File: config.mk
export PLATFORM = sky130hd
export DESIGN_NAME = rtt_failure_monitor_unit
export DESIGN_NICKNAME = d
export VERILOG_FILES = /design/src/rfm_pkg.sv /design/src/rtt_failure_monitor_unit.sv
export SDC_FILE = /design/constraint.sdc
export NUM_CORES = 1
export LEC_CHECK = 0
export ABC_AREA = 1
export BUFFER_PORTS_ARGS = -buffer_cell sky130_fd_sc_hd__clkbuf_2
export CAP_MARGIN = 5
export CELL_PAD_IN_SITES_DETAIL_PLACEMENT = 0
export CELL_PAD_IN_SITES_GLOBAL_PLACEMENT = 2
export CORE_ASPECT_RATIO = 0.75
export CORE_MARGIN = 8
export CORE_UTILIZATION = 33
export CTS_BUF_LIST = sky130_fd_sc_hd__clkbuf_2
export DETAILED_ROUTE_END_ITERATION = 10
export GPL_TIMING_DRIVEN = 1
export PLACE_DENSITY = 0.77
export SLEW_MARGIN = 20
export SYNTH_ARGS = -nofsm -noshare
export SYNTH_HDL_FRONTEND = slang
export SYNTH_SLANG_ARGS = --single-unit
File: constraint.sdc
create_clock -name clock -period 8.6 [get_ports clock]
set_clock_uncertainty 0.15 [all_clocks]
set_input_delay 0.86 -clock clock [delete_from_list [all_inputs] [get_ports clock]]
set_output_delay 0.86 -clock clock [all_outputs]
set_load 0.01 [all_outputs]
File: src/rfm_pkg.sv
`timescale 1ns / 1ps
`default_nettype none
// ---------------------------------------------------------------------------
// rfm_pkg
// Shared codes, widths and reset values for the round-trip-time
// failure monitor.
// ---------------------------------------------------------------------------
package rfm_pkg;

   localparam int unsigned OP_W     = 2;
   localparam int unsigned STATE_W  = 2;
   localparam int unsigned RTT_W    = 16;
   localparam int unsigned CAP_W    = 15;
   localparam int unsigned TMO_W    = 16;
   localparam int unsigned CSR_IDX_W  = 1;
   localparam int unsigned CSR_DATA_W = 16;

   typedef enum logic [OP_W-1:0] {
      OP_RESTART = 2'd0,
      OP_SAMPLE  = 2'd1,
      OP_TIMEOUT = 2'd2,
      OP_NONE    = 2'd3
   } op_type;

   localparam logic [STATE_W-1:0] ST_OK   = 2'd0;
   localparam logic [STATE_W-1:0] ST_TMP  = 2'd1;
   localparam logic [STATE_W-1:0] ST_PERM = 2'd2;

   localparam logic [CSR_IDX_W-1:0] CSR_RTT_CAP      = 1'd0;
   localparam logic [CSR_IDX_W-1:0] CSR_INIT_TIMEOUT = 1'd1;

   localparam logic [CAP_W-1:0] RESET_RTT_CAP      = 15'd30000;
   localparam logic [TMO_W-1:0] RESET_INIT_TIMEOUT = 16'd5000;

endpackage : rfm_pkg
`default_nettype wire

File: src/rtt_failure_monitor_unit.sv
`timescale 1ns / 1ps
`default_nettype none
// Pipeline: an accepted word goes into the input register, then the result
//   register that drives rsp_valid; rsp_stall can hold it in the input register.
// Throughput: one word per cycle while rsp_stall is low; the estimator update
//   runs as one short path from the input register and the avg/dev registers
//   into the result register. Reset (synchronous): both stages empty,
//   rtt_cap 30000, initial_timeout 5000, avg and dev zero, current timeout 5000.
// ---------------------------------------------------------------------------
// rtt_failure_monitor_unit
// Round-trip-time estimator and peer fault-state monitor: one event word in,
// one result word out with state change and timer rearm value.
// ---------------------------------------------------------------------------
module rtt_failure_monitor_unit (
   input  wire logic                            clock,
   input  wire logic                            reset,
   input  wire logic                            req_valid,
   output logic                                 req_stall,
   input  wire logic [rfm_pkg::OP_W-1:0]        req_op,
   input  wire logic [rfm_pkg::STATE_W-1:0]     req_site_state,
   input  wire logic [rfm_pkg::RTT_W-1:0]       req_rtt_sample,
   output logic                                 rsp_valid,
   input  wire logic                            rsp_stall,
   output logic [rfm_pkg::STATE_W-1:0]          rsp_next_state,
   output logic                                 rsp_state_changed,
   output logic                                 rsp_rearm,
   output logic [rfm_pkg::TMO_W-1:0]            rsp_timeout_value,
   input  wire logic                            csr_write_enable,
   input  wire logic [rfm_pkg::CSR_IDX_W-1:0]   csr_index,
   input  wire logic [rfm_pkg::CSR_DATA_W-1:0]  csr_wdata
);
   import rfm_pkg::*;

   logic [CAP_W-1:0]     rtt_cap_ff;
   logic [TMO_W-1:0]     init_tmo_ff;
   logic [RTT_W-1:0]     avg_ff, avg_in;
   logic [RTT_W-1:0]     dev_ff, dev_in;
   logic [TMO_W-1:0]     tmo_ff, tmo_in;

   logic                 in_valid_ff;
   op_type               in_op_ff;
   logic [STATE_W-1:0]   in_state_ff;
   logic [RTT_W-1:0]     in_sample_ff;

   logic                 out_valid_ff;
   logic [STATE_W-1:0]   out_state_ff, out_state_in;
   logic                 out_changed_ff, out_changed_in;
   logic                 out_rearm_ff, out_rearm_in;
   logic [TMO_W-1:0]     out_tmo_ff, out_tmo_in;

   logic                 advance;
   logic                 load_in;

   assign advance   = in_valid_ff && (!out_valid_ff || !rsp_stall);
   assign req_stall = in_valid_ff && !advance;
   assign load_in   = !req_stall;

   always_comb begin
      logic [STATE_W-1:0]  st;
      logic [CAP_W-1:0]    s;
      logic signed [17:0]  err, err_adj, half, abs_err, dd, dd_adj, quarter;
      logic signed [17:0]  avg_s, dev_s;
      logic [RTT_W-1:0]    avg_n, dev_n;
      logic [RTT_W:0]      sum;

      st = (in_state_ff > ST_PERM) ? ST_PERM : in_state_ff;
      s  = (in_sample_ff > {1'b0, rtt_cap_ff}) ? rtt_cap_ff : in_sample_ff[CAP_W-1:0];

      err     = $signed({3'b000, s}) - $signed({2'b00, avg_ff});
      err_adj = err + $signed({17'd0, err[17]});
      half    = err_adj >>> 1;
      abs_err = err[17] ? -err : err;
      dd      = abs_err - $signed({2'b00, dev_ff});
      dd_adj  = dd + $signed({16'd0, dd[17], dd[17]});
      quarter = dd_adj >>> 2;
      avg_s   = $signed({2'b00, avg_ff}) + half;
      dev_s   = $signed({2'b00, dev_ff}) + quarter;

      if (avg_ff != '0) begin
         avg_n = avg_s[RTT_W-1:0];
         dev_n = dev_s[RTT_W-1:0];
      end else begin
         avg_n = {1'b0, s};
         dev_n = {1'b0, s};
      end
      sum = {1'b0, avg_n} + {1'b0, dev_n};

      avg_in         = avg_ff;
      dev_in         = dev_ff;
      tmo_in         = tmo_ff;
      out_state_in   = st;
      out_changed_in = 1'b0;
      out_rearm_in   = 1'b0;
      out_tmo_in     = '0;

      case (in_op_ff)
         OP_RESTART: begin
            avg_in       = '0;
            tmo_in       = init_tmo_ff;
            out_rearm_in = 1'b1;
            out_tmo_in   = init_tmo_ff;
         end
         OP_SAMPLE: begin
            if (st != ST_PERM) begin
               if (st == ST_TMP) begin
                  out_state_in   = ST_OK;
                  out_changed_in = 1'b1;
               end
               avg_in       = avg_n;
               dev_in       = dev_n;
               tmo_in       = sum[TMO_W-1:0];
               out_rearm_in = 1'b1;
               out_tmo_in   = sum[TMO_W-1:0];
            end
         end
         OP_TIMEOUT: begin
            if (st != ST_PERM) begin
               if (st == ST_OK) begin
                  out_state_in   = ST_TMP;
                  out_changed_in = 1'b1;
               end
               out_rearm_in = 1'b1;
               out_tmo_in   = tmo_ff;
            end
         end
         default: begin
         end
      endcase
   end

   always_ff @(posedge clock) begin
      if (reset) begin
         rtt_cap_ff   <= RESET_RTT_CAP;
         init_tmo_ff  <= RESET_INIT_TIMEOUT;
         avg_ff       <= '0;
         dev_ff       <= '0;
         tmo_ff       <= RESET_INIT_TIMEOUT;
         in_valid_ff  <= 1'b0;
         out_valid_ff <= 1'b0;
      end else begin
         if (csr_write_enable) begin
            case (csr_index)
               CSR_RTT_CAP:      rtt_cap_ff  <= csr_wdata[CAP_W-1:0];
               CSR_INIT_TIMEOUT: init_tmo_ff <= csr_wdata[TMO_W-1:0];
               default: begin
               end
            endcase
         end
         if (load_in) begin
            in_valid_ff <= req_valid;
         end
         if (advance) begin
            avg_ff       <= avg_in;
            dev_ff       <= dev_in;
            tmo_ff       <= tmo_in;
            out_valid_ff <= 1'b1;
         end else if (!rsp_stall) begin
            out_valid_ff <= 1'b0;
         end
      end
   end

   always_ff @(posedge clock) begin
      if (load_in) begin
         in_op_ff     <= op_type'(req_op);
         in_state_ff  <= req_site_state;
         in_sample_ff <= req_rtt_sample;
      end
      if (advance) begin
         out_state_ff   <= out_state_in;
         out_changed_ff <= out_changed_in;
         out_rearm_ff   <= out_rearm_in;
         out_tmo_ff     <= out_tmo_in;
      end
   end

   assign rsp_valid         = out_valid_ff;
   assign rsp_next_state    = out_state_ff;
   assign rsp_state_changed = out_changed_ff;
   assign rsp_rearm         = out_rearm_ff;
   assign rsp_timeout_value = out_tmo_ff;

`ifndef SYNTHESIS
   a_est_range: assert property (@(posedge clock) disable iff (reset)
      !avg_ff[RTT_W-1] && !dev_ff[RTT_W-1])
      else $error("estimator left its range");

   a_hold_state: assert property (@(posedge clock) disable iff (reset)
      !advance |=> $stable(avg_ff) && $stable(dev_ff) && $stable(tmo_ff))
      else $error("estimator changed without a word");

   a_no_rearm_zero: assert property (@(posedge clock) disable iff (reset)
      rsp_valid && !rsp_rearm |-> rsp_timeout_value == '0)
      else $error("timeout value without rearm");

   a_change_state: assert property (@(posedge clock) disable iff (reset)
      rsp_valid && rsp_state_changed |-> rsp_rearm && rsp_next_state != ST_PERM)
      else $error("bad state change");
`endif
endmodule : rtt_failure_monitor_unit
`default_nettype wire
==> results of run 1 <==
[metrics by stage]
step | setup WS (ns) | utilization (%) | std cells | TNS [ns] | hold slack (ns)
finish | -0.4685 | 48.95 | 2472 | -4.329 | 0.1231
global route | -1.114 | 48.95 | 2472 | -16.46 | 0.02147
CTS | -0.4531 | 47.11 | 2465 | -4.597 | 0.02489
detailed placement | -1.103 | 42.98 | 2354 | -16.07 | 0.3010
global placement | -1.016 | 42.98 | 2354 | -14.72 | 0.2952
floorplan | 0.04156 | - | 1581 | 0 | 0.2859
[registers in the layout (all words and copies together), names as in the netlist, 15 cells and up]
signal	flops
rsp_timeout_value	16
init_tmo_ff	16
tmo_ff	16
dev_ff	16
rtt_cap_ff	15
avg_ff	16
in_sample_ff	16
[cells in the final DEF (no fill, tap or decap), types with 13 or more instances in the layout]
| cell type | n |
|---|---|
| a21oi_1 | 102 |
| a21oi_2 | 33 |
| a31oi_1 | 18 |
| buf_4 | 383 |
| clkbuf_2 | 81 |
| dfxtp_1 | 81 |
| edfxtp_1 | 40 |
| ha_1 | 69 |
| ha_4 | 25 |
| inv_1 | 239 |
| inv_2 | 35 |
| nand2_1 | 339 |
| nand2_2 | 54 |
| nand2_4 | 17 |
| nand3_1 | 52 |
| nand3_2 | 22 |
| nand4_1 | 28 |
| nor2_1 | 85 |
| nor2_2 | 16 |
| nor2_4 | 13 |
| o21ai_0 | 63 |
| o21ai_1 | 23 |
| o21ai_2 | 13 |
| or2_2 | 13 |
| xor2_1 | 42 |
[worst min-delay path by stage]
| stage | from | to | cells after the start | slack, ns |
|---|---|---|---|---|
| after floorplan | tmo_ff[12]$_SDFFE_PP1P_ | tmo_ff[12]$_SDFFE_PP1P_ | 1 | 0.29 |
| after global placement | tmo_ff[12]$_SDFFE_PP1P_ | tmo_ff[12]$_SDFFE_PP1P_ | 1 | 0.30 |
| after CTS | req_site_state[0] | in_state_ff[0]$_DFFE_PN_ | 1 | 0.02 |
| after detailed placement | tmo_ff[12]$_SDFFE_PP1P_ | tmo_ff[12]$_SDFFE_PP1P_ | 1 | 0.30 |
| after global routing | req_op[0] | in_op_ff[0]$_DFFE_PN_ | 1 | 0.02 |
| final | req_rtt_sample[10] | in_sample_ff[10]$_DFFE_PN_ | 1 | 0.12 |
[logic make-up (layout without fill, tap and decap cells)]
logic type	Yosys count	in the layout	share of synthesized area (%)
adder cells (fa/ha/maj)	103	103	12.41
XOR/XNOR	56	56	4.590
AND/OR/NAND/NOR	674	675	29.18
flip-flops	121	121	26.42
buffers and inverters	315	763	11.17
AO/OA/AOI/OAI	312	312	16.23
[metal layers]
layer / global-route usage [%] / vias to the layer above / share of wire, %
met5: 0 / - / 0
met3: 3.288 / 29 / 5.2
met1: 29.79 / 5364 / 51
met4: 3.657 / 0 / 1.0
met2: 30.84 / 243 / 43
li1: - / 6023 / -
[worst reg2reg max path: cells and delay by family, from the launching register on]
kind,cells,cell delay [ns]
AO/OA/AOI/OAI,17,2.32
XOR/XNOR,1,0.19
adder cells (fa/ha/maj),8,2.14
buffers and inverters,12,0.90
flip-flops,1,0.48
AND/OR/NAND/NOR,28,2.75
[power groups by stage]
stage	Sequential (mW)	Clock [mW]	Combinational (mW)
6_report	0.646	0.403	3.12
2_1_floorplan	0.650	0	1.32
5_1_grt	0.649	0.436	3.43
3_3_place_gp	0.657	0	2.48
3_5_place_dp	0.657	0	2.48
4_1_cts	0.645	0.412	2.84
[synthesized netlist by cell type, types with 7 or more instances]
| master | count | area share (%) |
|---|---|---|
| a21oi_1 | 134 | 6.3 |
| a31oi_1 | 23 | 1.3 |
| clkbuf_1 | 35 | 1.2 |
| dfxtp_1 | 81 | 15 |
| edfxtp_1 | 40 | 11 |
| ha_1 | 98 | 11 |
| inv_1 | 261 | 9.2 |
| inv_2 | 14 | 0.49 |
| nand2_1 | 374 | 13 |
| nand2_2 | 26 | 1.5 |
| nand2_4 | 9 | 0.95 |
| nand3_1 | 64 | 3.0 |
| nand3_2 | 11 | 1.0 |
| nand3b_1 | 8 | 0.56 |
| nand4_1 | 28 | 1.6 |
| nor2_1 | 99 | 3.5 |
| nor2_2 | 8 | 0.47 |
| nor2_4 | 7 | 0.74 |
| nor3_1 | 9 | 0.42 |
| o211ai_1 | 8 | 0.56 |
| o21ai_0 | 99 | 4.6 |
| o21bai_1 | 9 | 0.63 |
| or2_2 | 16 | 0.94 |
| xnor2_1 | 7 | 0.57 |
| xor2_1 | 49 | 4.0 |
[repair_timing]
action / in CTS / in global routing
pin swaps: 75 / 90
endpoints found under the setup margin: 31 / 35
gates resized for setup: 125 / 133
gates cloned: 2 / 0
buffers inserted: 79 / 25
[cell type report]
cell class	instances	area (um^2)
Clock buffer	18	90.09
Clock inverter	14	155.1
Fill cell	3259	16420
Inverter	275	1035
Multi-Input combinational cell	1146	7767
Sequential cell	121	2823
Tap cell	442	553.0
Timing Repair Buffer	456	3321
==> metrics, run 1 <==
Placer Congestion 0.9113; WP buf/inv 12; Synth cell types 53; CP Depth 66; initial antenna violation count 0; Overall Power 4.169 mW; worst stage delay on the critical path 0.57 ns; CP endpoint rsp_timeout_value[15]$_DFFE_PP_; Fin. Hold Viols 0; Worst path most repeated cell nand2_2; initial drt markers 661; Residual DRC 0; largest net degree at the start of global routing 44; synthesized instance count 1581; Startpoint Class register; # H-tree levels 4; worst path arrival time 9.51 ns; vias in the first global route 11394; antenna fix cells 0; critical path class register to register; sw frac 44.89%; reg2reg path depth 66; clock slew seen by the registers of the worst setup and hold paths 0.19 ns; vias per cell 4.716; Mapped Nets 1726; first-pass iteration count of the detailed router 6; Comb power frac 74.8%; reg-to-reg startpoint in_sample_ff[9]$_DFFE_PN_; PortBufs 63; sequential fraction of the synthesis area 26.42%; post-route cell area 15740 um^2; Clock power frac 9.7%; worst slew pin tran 0.9065 ns; Post-Syn Area per Cell 6.759 um^2; Antenna Violating Nets Remaining 0; WL final 39450 um; dpl cell area 13820 um^2; root buffer cell clkbuf_2; Core Area 32160 um^2; HP Class input pin to register; fin crit period 9.069 ns; via count 11659; fin crit share 105.4%; CTS tree yes; Pint 2.298 mW; Pins Over Slew Limit 0; standby leakage power 7.739 nW; Worst VDD drop 111.3 uV; Final WS setup -0.4685 ns; Max FO, Critical Path 5; Routed WL per cell 15.96 um; Clock Path Buffers 2; Req. time, crit path 9.04 ns; CP top delay family simple AND/OR/NAND/NOR gates; Die W 223.8 um; mapped cell area 10690 um^2; gr usage total 20.22%; Slew Limit Headroom 39.56%; reg-to-reg slack, setup -0.47 ns; clock sink total 121; Critical Path Source in_sample_ff[9]$_DFFE_PN_; Sequential Power Share 15.5%; io pins 64; crit path capture type register; Synth async-reset ratio 0%; Starting Density 33.22%; status finished, violations left; Worst-Skew Late Latency 0.76 ns; Main synth FF type dfxtp_1; total power per unit cell area 264.8 nW/um^2; number of max-cap violations 0; Post-synth EDFFs 40; DP Wirelength 30990 um; CTS Buf Count 17; Final setup viols 14; row count 57; Die ar. 38450 um^2; failing checks negative setup slack; Reg2Reg Capture Point rsp_timeout_value[15]$_DFFE_PP_; synthesis-stage register bit count 121; Die Span Y 171.8 um; net total in the final layout 2162; sw power 1.872 mW; RSZ-0062 raised after global routing yes; GR Overflow Total 0; layout cell share with drive strength beyond 1 38.28%; Hold Buf Count CTS 0; yosys warns 0; fmax 0.1103 GHz; Worst path slowest cell fa_2; first-pass GRT wire length 60780 um; synth-to-layout area growth 47.34%
(Power assumes the default switching activity.)
==> run 2, diff against run 1 <==
--- a/config.mk
+++ b/config.mk
@@ -5,18 +5,19 @@
 export SDC_FILE = /design/constraint.sdc
 export NUM_CORES = 1
 export LEC_CHECK = 0
-export ABC_AREA = 1
+export ABC_AREA = 0
 export BUFFER_PORTS_ARGS = -buffer_cell sky130_fd_sc_hd__clkbuf_2
 export CAP_MARGIN = 5
 export CELL_PAD_IN_SITES_DETAIL_PLACEMENT = 0
 export CELL_PAD_IN_SITES_GLOBAL_PLACEMENT = 2
 export CORE_ASPECT_RATIO = 0.75
 export CORE_MARGIN = 8
-export CORE_UTILIZATION = 33
+export CORE_UTILIZATION = 35
 export CTS_BUF_LIST = sky130_fd_sc_hd__clkbuf_2
 export DETAILED_ROUTE_END_ITERATION = 10
 export GPL_TIMING_DRIVEN = 1
-export PLACE_DENSITY = 0.77
+export HOLD_SLACK_MARGIN = 0.12
+export PLACE_DENSITY = 0.76
 export SLEW_MARGIN = 20
 export SYNTH_ARGS = -nofsm -noshare
 export SYNTH_HDL_FRONTEND = slang
==> metrics, run 2 <==
status finished, violations left; failing checks negative setup slack; sequential fraction of the synthesis area 28.09%; reg-to-reg slack, setup -2.22 ns; Post-Syn Area per Cell 8.083 um^2; row count 53; Layout Utilization 53.75%; Antenna Violating Nets Remaining 0; Worst path most repeated cell a21o_1; worst path arrival time 11.18 ns; root buffer cell clkbuf_2; # H-tree levels 4; standby leakage power 6.756 nW; RSZ-0062 raised after global routing yes; reg2reg path depth 55; commonest non-fill, non-tap cell in the layout buf_4; clock sink total 121; synthesis-stage register bit count 121; fin crit period 10.82 ns; gr usage total 21.16%; initial drt markers 858; HP Class input pin to register; Die W 211.6 um; Main synth FF type dfxtp_1; vias in the first global route 10127; crit path capture type register; fill count 2696; total power per unit cell area 257.3 nW/um^2; Worst VDD drop 93.84 uV; Final TNS setup -58.89 ns; Hold Path Stages 3; Reg2Reg Capture Point rsp_timeout_value[15]$_DFFE_PP_; leading area contributor after synthesis dfxtp_1; GR Overflow Total 0; Fin. Hold Viols 0; top cells by area, synth dfxtp_1 16%, ha_1 12%, edfxtp_1 12%; number of max-cap violations 0; Synth cell types 81; DP Wirelength 29210 um; Placer Congestion 0.9227; Pins Over Slew Limit 0; Worst path slowest cell edfxtp_1; WL final 37430 um; fin crit share 125.8%; PortBufs 63; Synth async-reset ratio 0%; Clock Path Buffers 2; pre-CTS setup slack -2.325 ns; first-pass iteration count of the detailed router 5; CTS tree yes; Starting Density 35.73%; Die Span Y 162.7 um; initial antenna violation count 1; critical hold path startpoint csr_wdata[8]; Post-synth EDFFs 40; Core Area 28120 um^2; io pins 64; Residual DRC 0; reg-to-reg startpoint in_sample_ff[2]$_DFFE_PN_; net total in the final layout 1838; largest net degree at the start of global routing 59; synth-to-layout area growth 50.42%; critical path class register to register; worst stage delay on the critical path 0.49 ns; most frequent cells in the layout 373 x buf_4, 138 x nand2_1, 107 x nor2_1; Worst-Skew Late Latency 0.75 ns; CTS Buf Count 17; Hold EP init_tmo_ff[8]$_SDFFE_PP1P_; Mapped Nets 1388; Die ar. 34440 um^2; vias per cell 5.080; layout cell share with drive strength beyond 1 38.34%; first-pass GRT wire length 57080 um; yosys warns 0; Final setup viols 45; count leader, synth nand2_1; post-synth top area share 16.14%; synthesized instance count 1243; fmax 0.09240 GHz; Max FO, Critical Path 5; Routed WL per cell 17.89 um; via count 10627; Post-synth top cells 142 x nand2_1, 120 x nor2_1, 104 x a21oi_1; clock slew seen by the registers of the worst setup and hold paths 0.23 ns; Startpoint Class register; Final WS setup -2.223 ns; worst slew pin tran 1.015 ns; Req. time, crit path 8.95 ns; mapped cell area 10050 um^2; Slew Limit Headroom 32.06%
run 2: cell count changes after synthesis, moves of 17 or more:
cell / delta
nand2_1: -232
inv_1: -169
xnor2_1: +50
o21ai_0: -46
nand3_1: -36
a21oi_1: -30
mux2i_1: +24
nand2_2: -24
a211oi_1: +23
nor2_1: +21
nand4_1: -19
a21o_1: +17
run 2: how the worst max path moves through the flow:
stage,start,to,cells past startpoint
finish,in_sample_ff[2]$_DFFE_PN_,rsp_timeout_value[15]$_DFFE_PP_,55
global placement,in_sample_ff[2]$_DFFE_PN_,rsp_timeout_value[15]$_DFFE_PP_,53
floorplan,in_sample_ff[2]$_DFFE_PN_,rsp_timeout_value[15]$_DFFE_PP_,58
detailed placement,in_sample_ff[2]$_DFFE_PN_,rsp_timeout_value[14]$_DFFE_PP_,55
global route,in_sample_ff[2]$_DFFE_PN_,rsp_timeout_value[15]$_DFFE_PP_,57
CTS,in_sample_ff[2]$_DFFE_PN_,rsp_timeout_value[15]$_DFFE_PP_,55
run 2: area by class of cell:
| class | count | area (um^2) | area share (%) |
|---|---|---|---|
| Clock buffer | 18 | 90.09 | 0.5961 |
| Sequential cell | 121 | 2823 | 18.68 |
| Antenna cell | 1 | 2.502 | 0.01656 |
| Multi-Input combinational cell | 978 | 7552 | 49.97 |
| Inverter | 92 | 345.3 | 2.285 |
| Timing Repair Buffer | 483 | 3622 | 23.97 |
| Clock inverter | 14 | 196.4 | 1.300 |
| Tap cell | 385 | 481.7 | 3.187 |
run 2: cells by family after synthesis:
kind of cell | count (synthesis) | synth area share [%]
AND/OR/NAND/NOR | 411 | 19.28
AO/OA/AOI/OAI | 344 | 22.76
buffers and inverters | 144 | 5.479
flip-flops | 121 | 28.09
adder cells (fa/ha/maj) | 103 | 13.20
XOR/XNOR | 95 | 8.680
multiplexers | 25 | 2.503
run 2: worst max-delay path: cells and delay by family (launching register included):
kind | cells | cell delay, ns
buf+inv | 2 | 0.33
compound gates | 32 | 5.07
flops | 1 | 0.49
mux | 1 | 0.25
simple gates | 9 | 1.64
fa+ha+maj | 8 | 2.19
xor+xnor | 3 | 0.46
run 2: through the flow:
step                area, um^2  cells  hold slack, ns  power, mW
floorplan                10270   1243          0.2857      1.955
global placement         13400   1983          0.2917      3.005
detailed placement       13400   1983          0.3146      3.018
CTS                      14510   2069          0.1286      3.679
global route             15110   2092          0.1213      4.151
finish                   15110   2092          0.1843      3.889
run 2: timing repair:
action                                 4_1_cts  5_1_grt
setup endpoints to repair                   47       47
pin swaps                                   67       89
endpoints found under the hold margin       20        1
hold buffers                                20        1
gates resized for setup                     79       93
buffers inserted                            40       23
run 2: layer usage:
layer  share of wire, %  global-route usage, %  vias to the layer above
met5                  0                      0                        -
met1                 53                  32.43                     5057
met4               0.93                  3.342                        0
met2                 42                  30.59                      206
li1                   -                      -                     5343
met3                4.8                  3.750                       21
run 2: power by group:
part	switching [mW]	total (mW)	internal, mW
logic	1.36	2.80	1.43
clock network	0.258	0.452	0.194
registers	0.0197	0.641	0.621
==> run 3, diff against run 2 <==
--- a/config.mk
+++ b/config.mk
@@ -17,7 +17,7 @@
 export DETAILED_ROUTE_END_ITERATION = 10
 export GPL_TIMING_DRIVEN = 1
 export HOLD_SLACK_MARGIN = 0.12
-export PLACE_DENSITY = 0.76
+export PLACE_DENSITY = 0.73
 export SLEW_MARGIN = 20
 export SYNTH_ARGS = -nofsm -noshare
 export SYNTH_HDL_FRONTEND = slang
==> constraint.sdc (replaced) <==
create_clock -name clock -period 12.4 [get_ports clock]
set_clock_uncertainty 0.15 [all_clocks]
set_input_delay 1.24 -clock clock [delete_from_list [all_inputs] [get_ports clock]]
set_output_delay 1.24 -clock clock [all_outputs]
set_load 0.01 [all_outputs]
==> metrics, run 3 (synthesis results as in run 2) <==
status finished, final reports clean; Worst-Skew Late Latency 0.72 ns; CP endpoint rsp_timeout_value[15]$_DFFE_PP_; Hold Buf Count CTS 0; total power per unit cell area 169.7 nW/um^2; clock sink total 121; Final setup viols 0; HP Class register to register; PortBufs 63; Worst path most repeated cell a21o_1; RSZ-0062 raised after global routing no; Placer Congestion 0.8854; Slew Limit Headroom 27.86%; Reg2Reg Capture Point rsp_timeout_value[15]$_DFFE_PP_; # H-tree levels 4; gr usage total 19.39%; Req. time, crit path 12.70 ns; worst slew pin tran 1.078 ns; Overall Power 1.910 mW; post-route cell area 11250 um^2; Pins Over Slew Limit 0; CTS tree yes; largest net degree at the start of global routing 58; net total in the final layout 1456; layout cell share with drive strength beyond 1 13.14%; CTS Buf Count 17; fin crit period 11.76 ns; Routed WL per cell 19.61 um; critical path class register to register; commonest non-fill, non-tap cell in the layout nand2_1; first-pass iteration count of the detailed router 5; most frequent cells in the layout 142 x nand2_1, 120 x nor2_1, 101 x a21oi_1; Antenna Violating Nets Remaining 0; fmax 0.08501 GHz; clock slew seen by the registers of the worst setup and hold paths 0.21 ns; crit path capture type register; io pins 64; standby leakage power 4.729 nW; initial antenna violation count 1; initial drt markers 716; fin crit share 94.87%; Fin Hold WS 0.3287 ns; Residual DRC 0; Worst VDD drop 62.73 uV; Startpoint Class register; Die W 211.6 um; Starting Density 35.73%; Die Span Y 162.7 um; vias in the first global route 8518; Fin. Hold Viols 0; Critical Path Source in_sample_ff[2]$_DFFE_PN_; Core Area 28120 um^2; Worst path slowest cell edfxtp_1; vias per cell 5.316; synth-to-layout area growth 12.02%; Final TNS setup 0 ns; Clock Path Buffers 2; DP Wirelength 26790 um; number of max-cap violations 0; first-pass GRT wire length 51600 um; Die ar. 34440 um^2; reg2reg path depth 55; reg-to-reg startpoint in_sample_ff[2]$_DFFE_PN_; reg-to-reg slack, setup 0.64 ns; Max FO, Critical Path 10; via count 9091; root buffer cell clkbuf_2; worst path arrival time 12.07 ns; placed cell count 1675; dpl cell area 10930 um^2; Post-Layout Cell Count 1710; row count 53; worst stage delay on the critical path 0.44 ns; WL final 33540 um; GR Overflow Total 0
## run 3: changes by cell type in the layout (fill, tap and decap cells not counted), sizes merged
| cell | delta |
|---|---|
| clkinv | +2 |
| clkbuf | -1 |
| bufinv | -2 |
| buf | -361 |
| dlygate4sd3 | -21 |
| clkinvlp | +1 |
## run 3: through the flow
stage	setup slack [ns]	utilization, %
after global placement	0.4773	38.87
after global routing	0.006785	40.03
final	0.6367	40.03
after floorplan	0.3625	-
after CTS	0.1851	39.72
after detailed placement	0.2571	38.87
## run 3: worst min-delay path by stage
stage / slack (ns) / to / from / cells past startpoint
2_1_floorplan: 0.28 / tmo_ff[1]$_SDFFE_PP0P_ / tmo_ff[1]$_SDFFE_PP0P_ / 2
3_3_place_gp: 0.29 / tmo_ff[1]$_SDFFE_PP0P_ / tmo_ff[1]$_SDFFE_PP0P_ / 2
3_5_place_dp: 0.31 / tmo_ff[1]$_SDFFE_PP0P_ / tmo_ff[1]$_SDFFE_PP0P_ / 2
4_1_cts: 0.33 / tmo_ff[1]$_SDFFE_PP0P_ / tmo_ff[1]$_SDFFE_PP0P_ / 2
5_1_grt: 0.36 / tmo_ff[1]$_SDFFE_PP0P_ / tmo_ff[1]$_SDFFE_PP0P_ / 2
6_report: 0.33 / tmo_ff[1]$_SDFFE_PP0P_ / tmo_ff[1]$_SDFFE_PP0P_ / 2
## run 3: critical path, delay by kind of cell, from the launching register on
| family | cells | cell delay (ns) |
|---|---|---|
| simple gates | 9 | 1.90 |
| flops | 1 | 0.44 |
| mux | 1 | 0.39 |
| fa+ha+maj | 7 | 2.20 |
| xor+xnor | 3 | 0.53 |
| compound gates | 32 | 5.47 |
| buf+inv | 3 | 0.42 |
## run 3: cell type report
cell class	instances	area, um^2
Clock inverter	15	152.6
Clock buffer	17	85.08
Sequential cell	121	2823
Fill cell	2983	16860
Multi-Input combinational cell	978	6764
Timing Repair Buffer	101	600.6
Inverter	92	345.3
Tap cell	385	481.7
Antenna cell	1	2.502
## run 3: report_power, final
| part | switching [mW] | internal (mW) | leakage [nW] |
|---|---|---|---|
| Combinational | 0.722 | 0.476 | 3.53 |
| Sequential | 0.0146 | 0.431 | 1.06 |
| Clock | 0.174 | 0.0926 | 0.136 |
| Total | 0.911 | 0.999 | 4.73 |
## run 3: layer usage
layer | share of wire (%) | global-route usage [%] | up-vias
li1 | - | - | 4585
met1 | 56 | 31.06 | 4296
met2 | 39 | 26.87 | 201
met3 | 4.4 | 3.038 | 9
met4 | 0.54 | 2.585 | 0
met5 | 0 | 0 | -
## run 3: timing repair
item | in CTS | in global routing
buffers inserted | 0 | 2
setup endpoints to repair | 0 | 11
resized for setup | 0 | 15
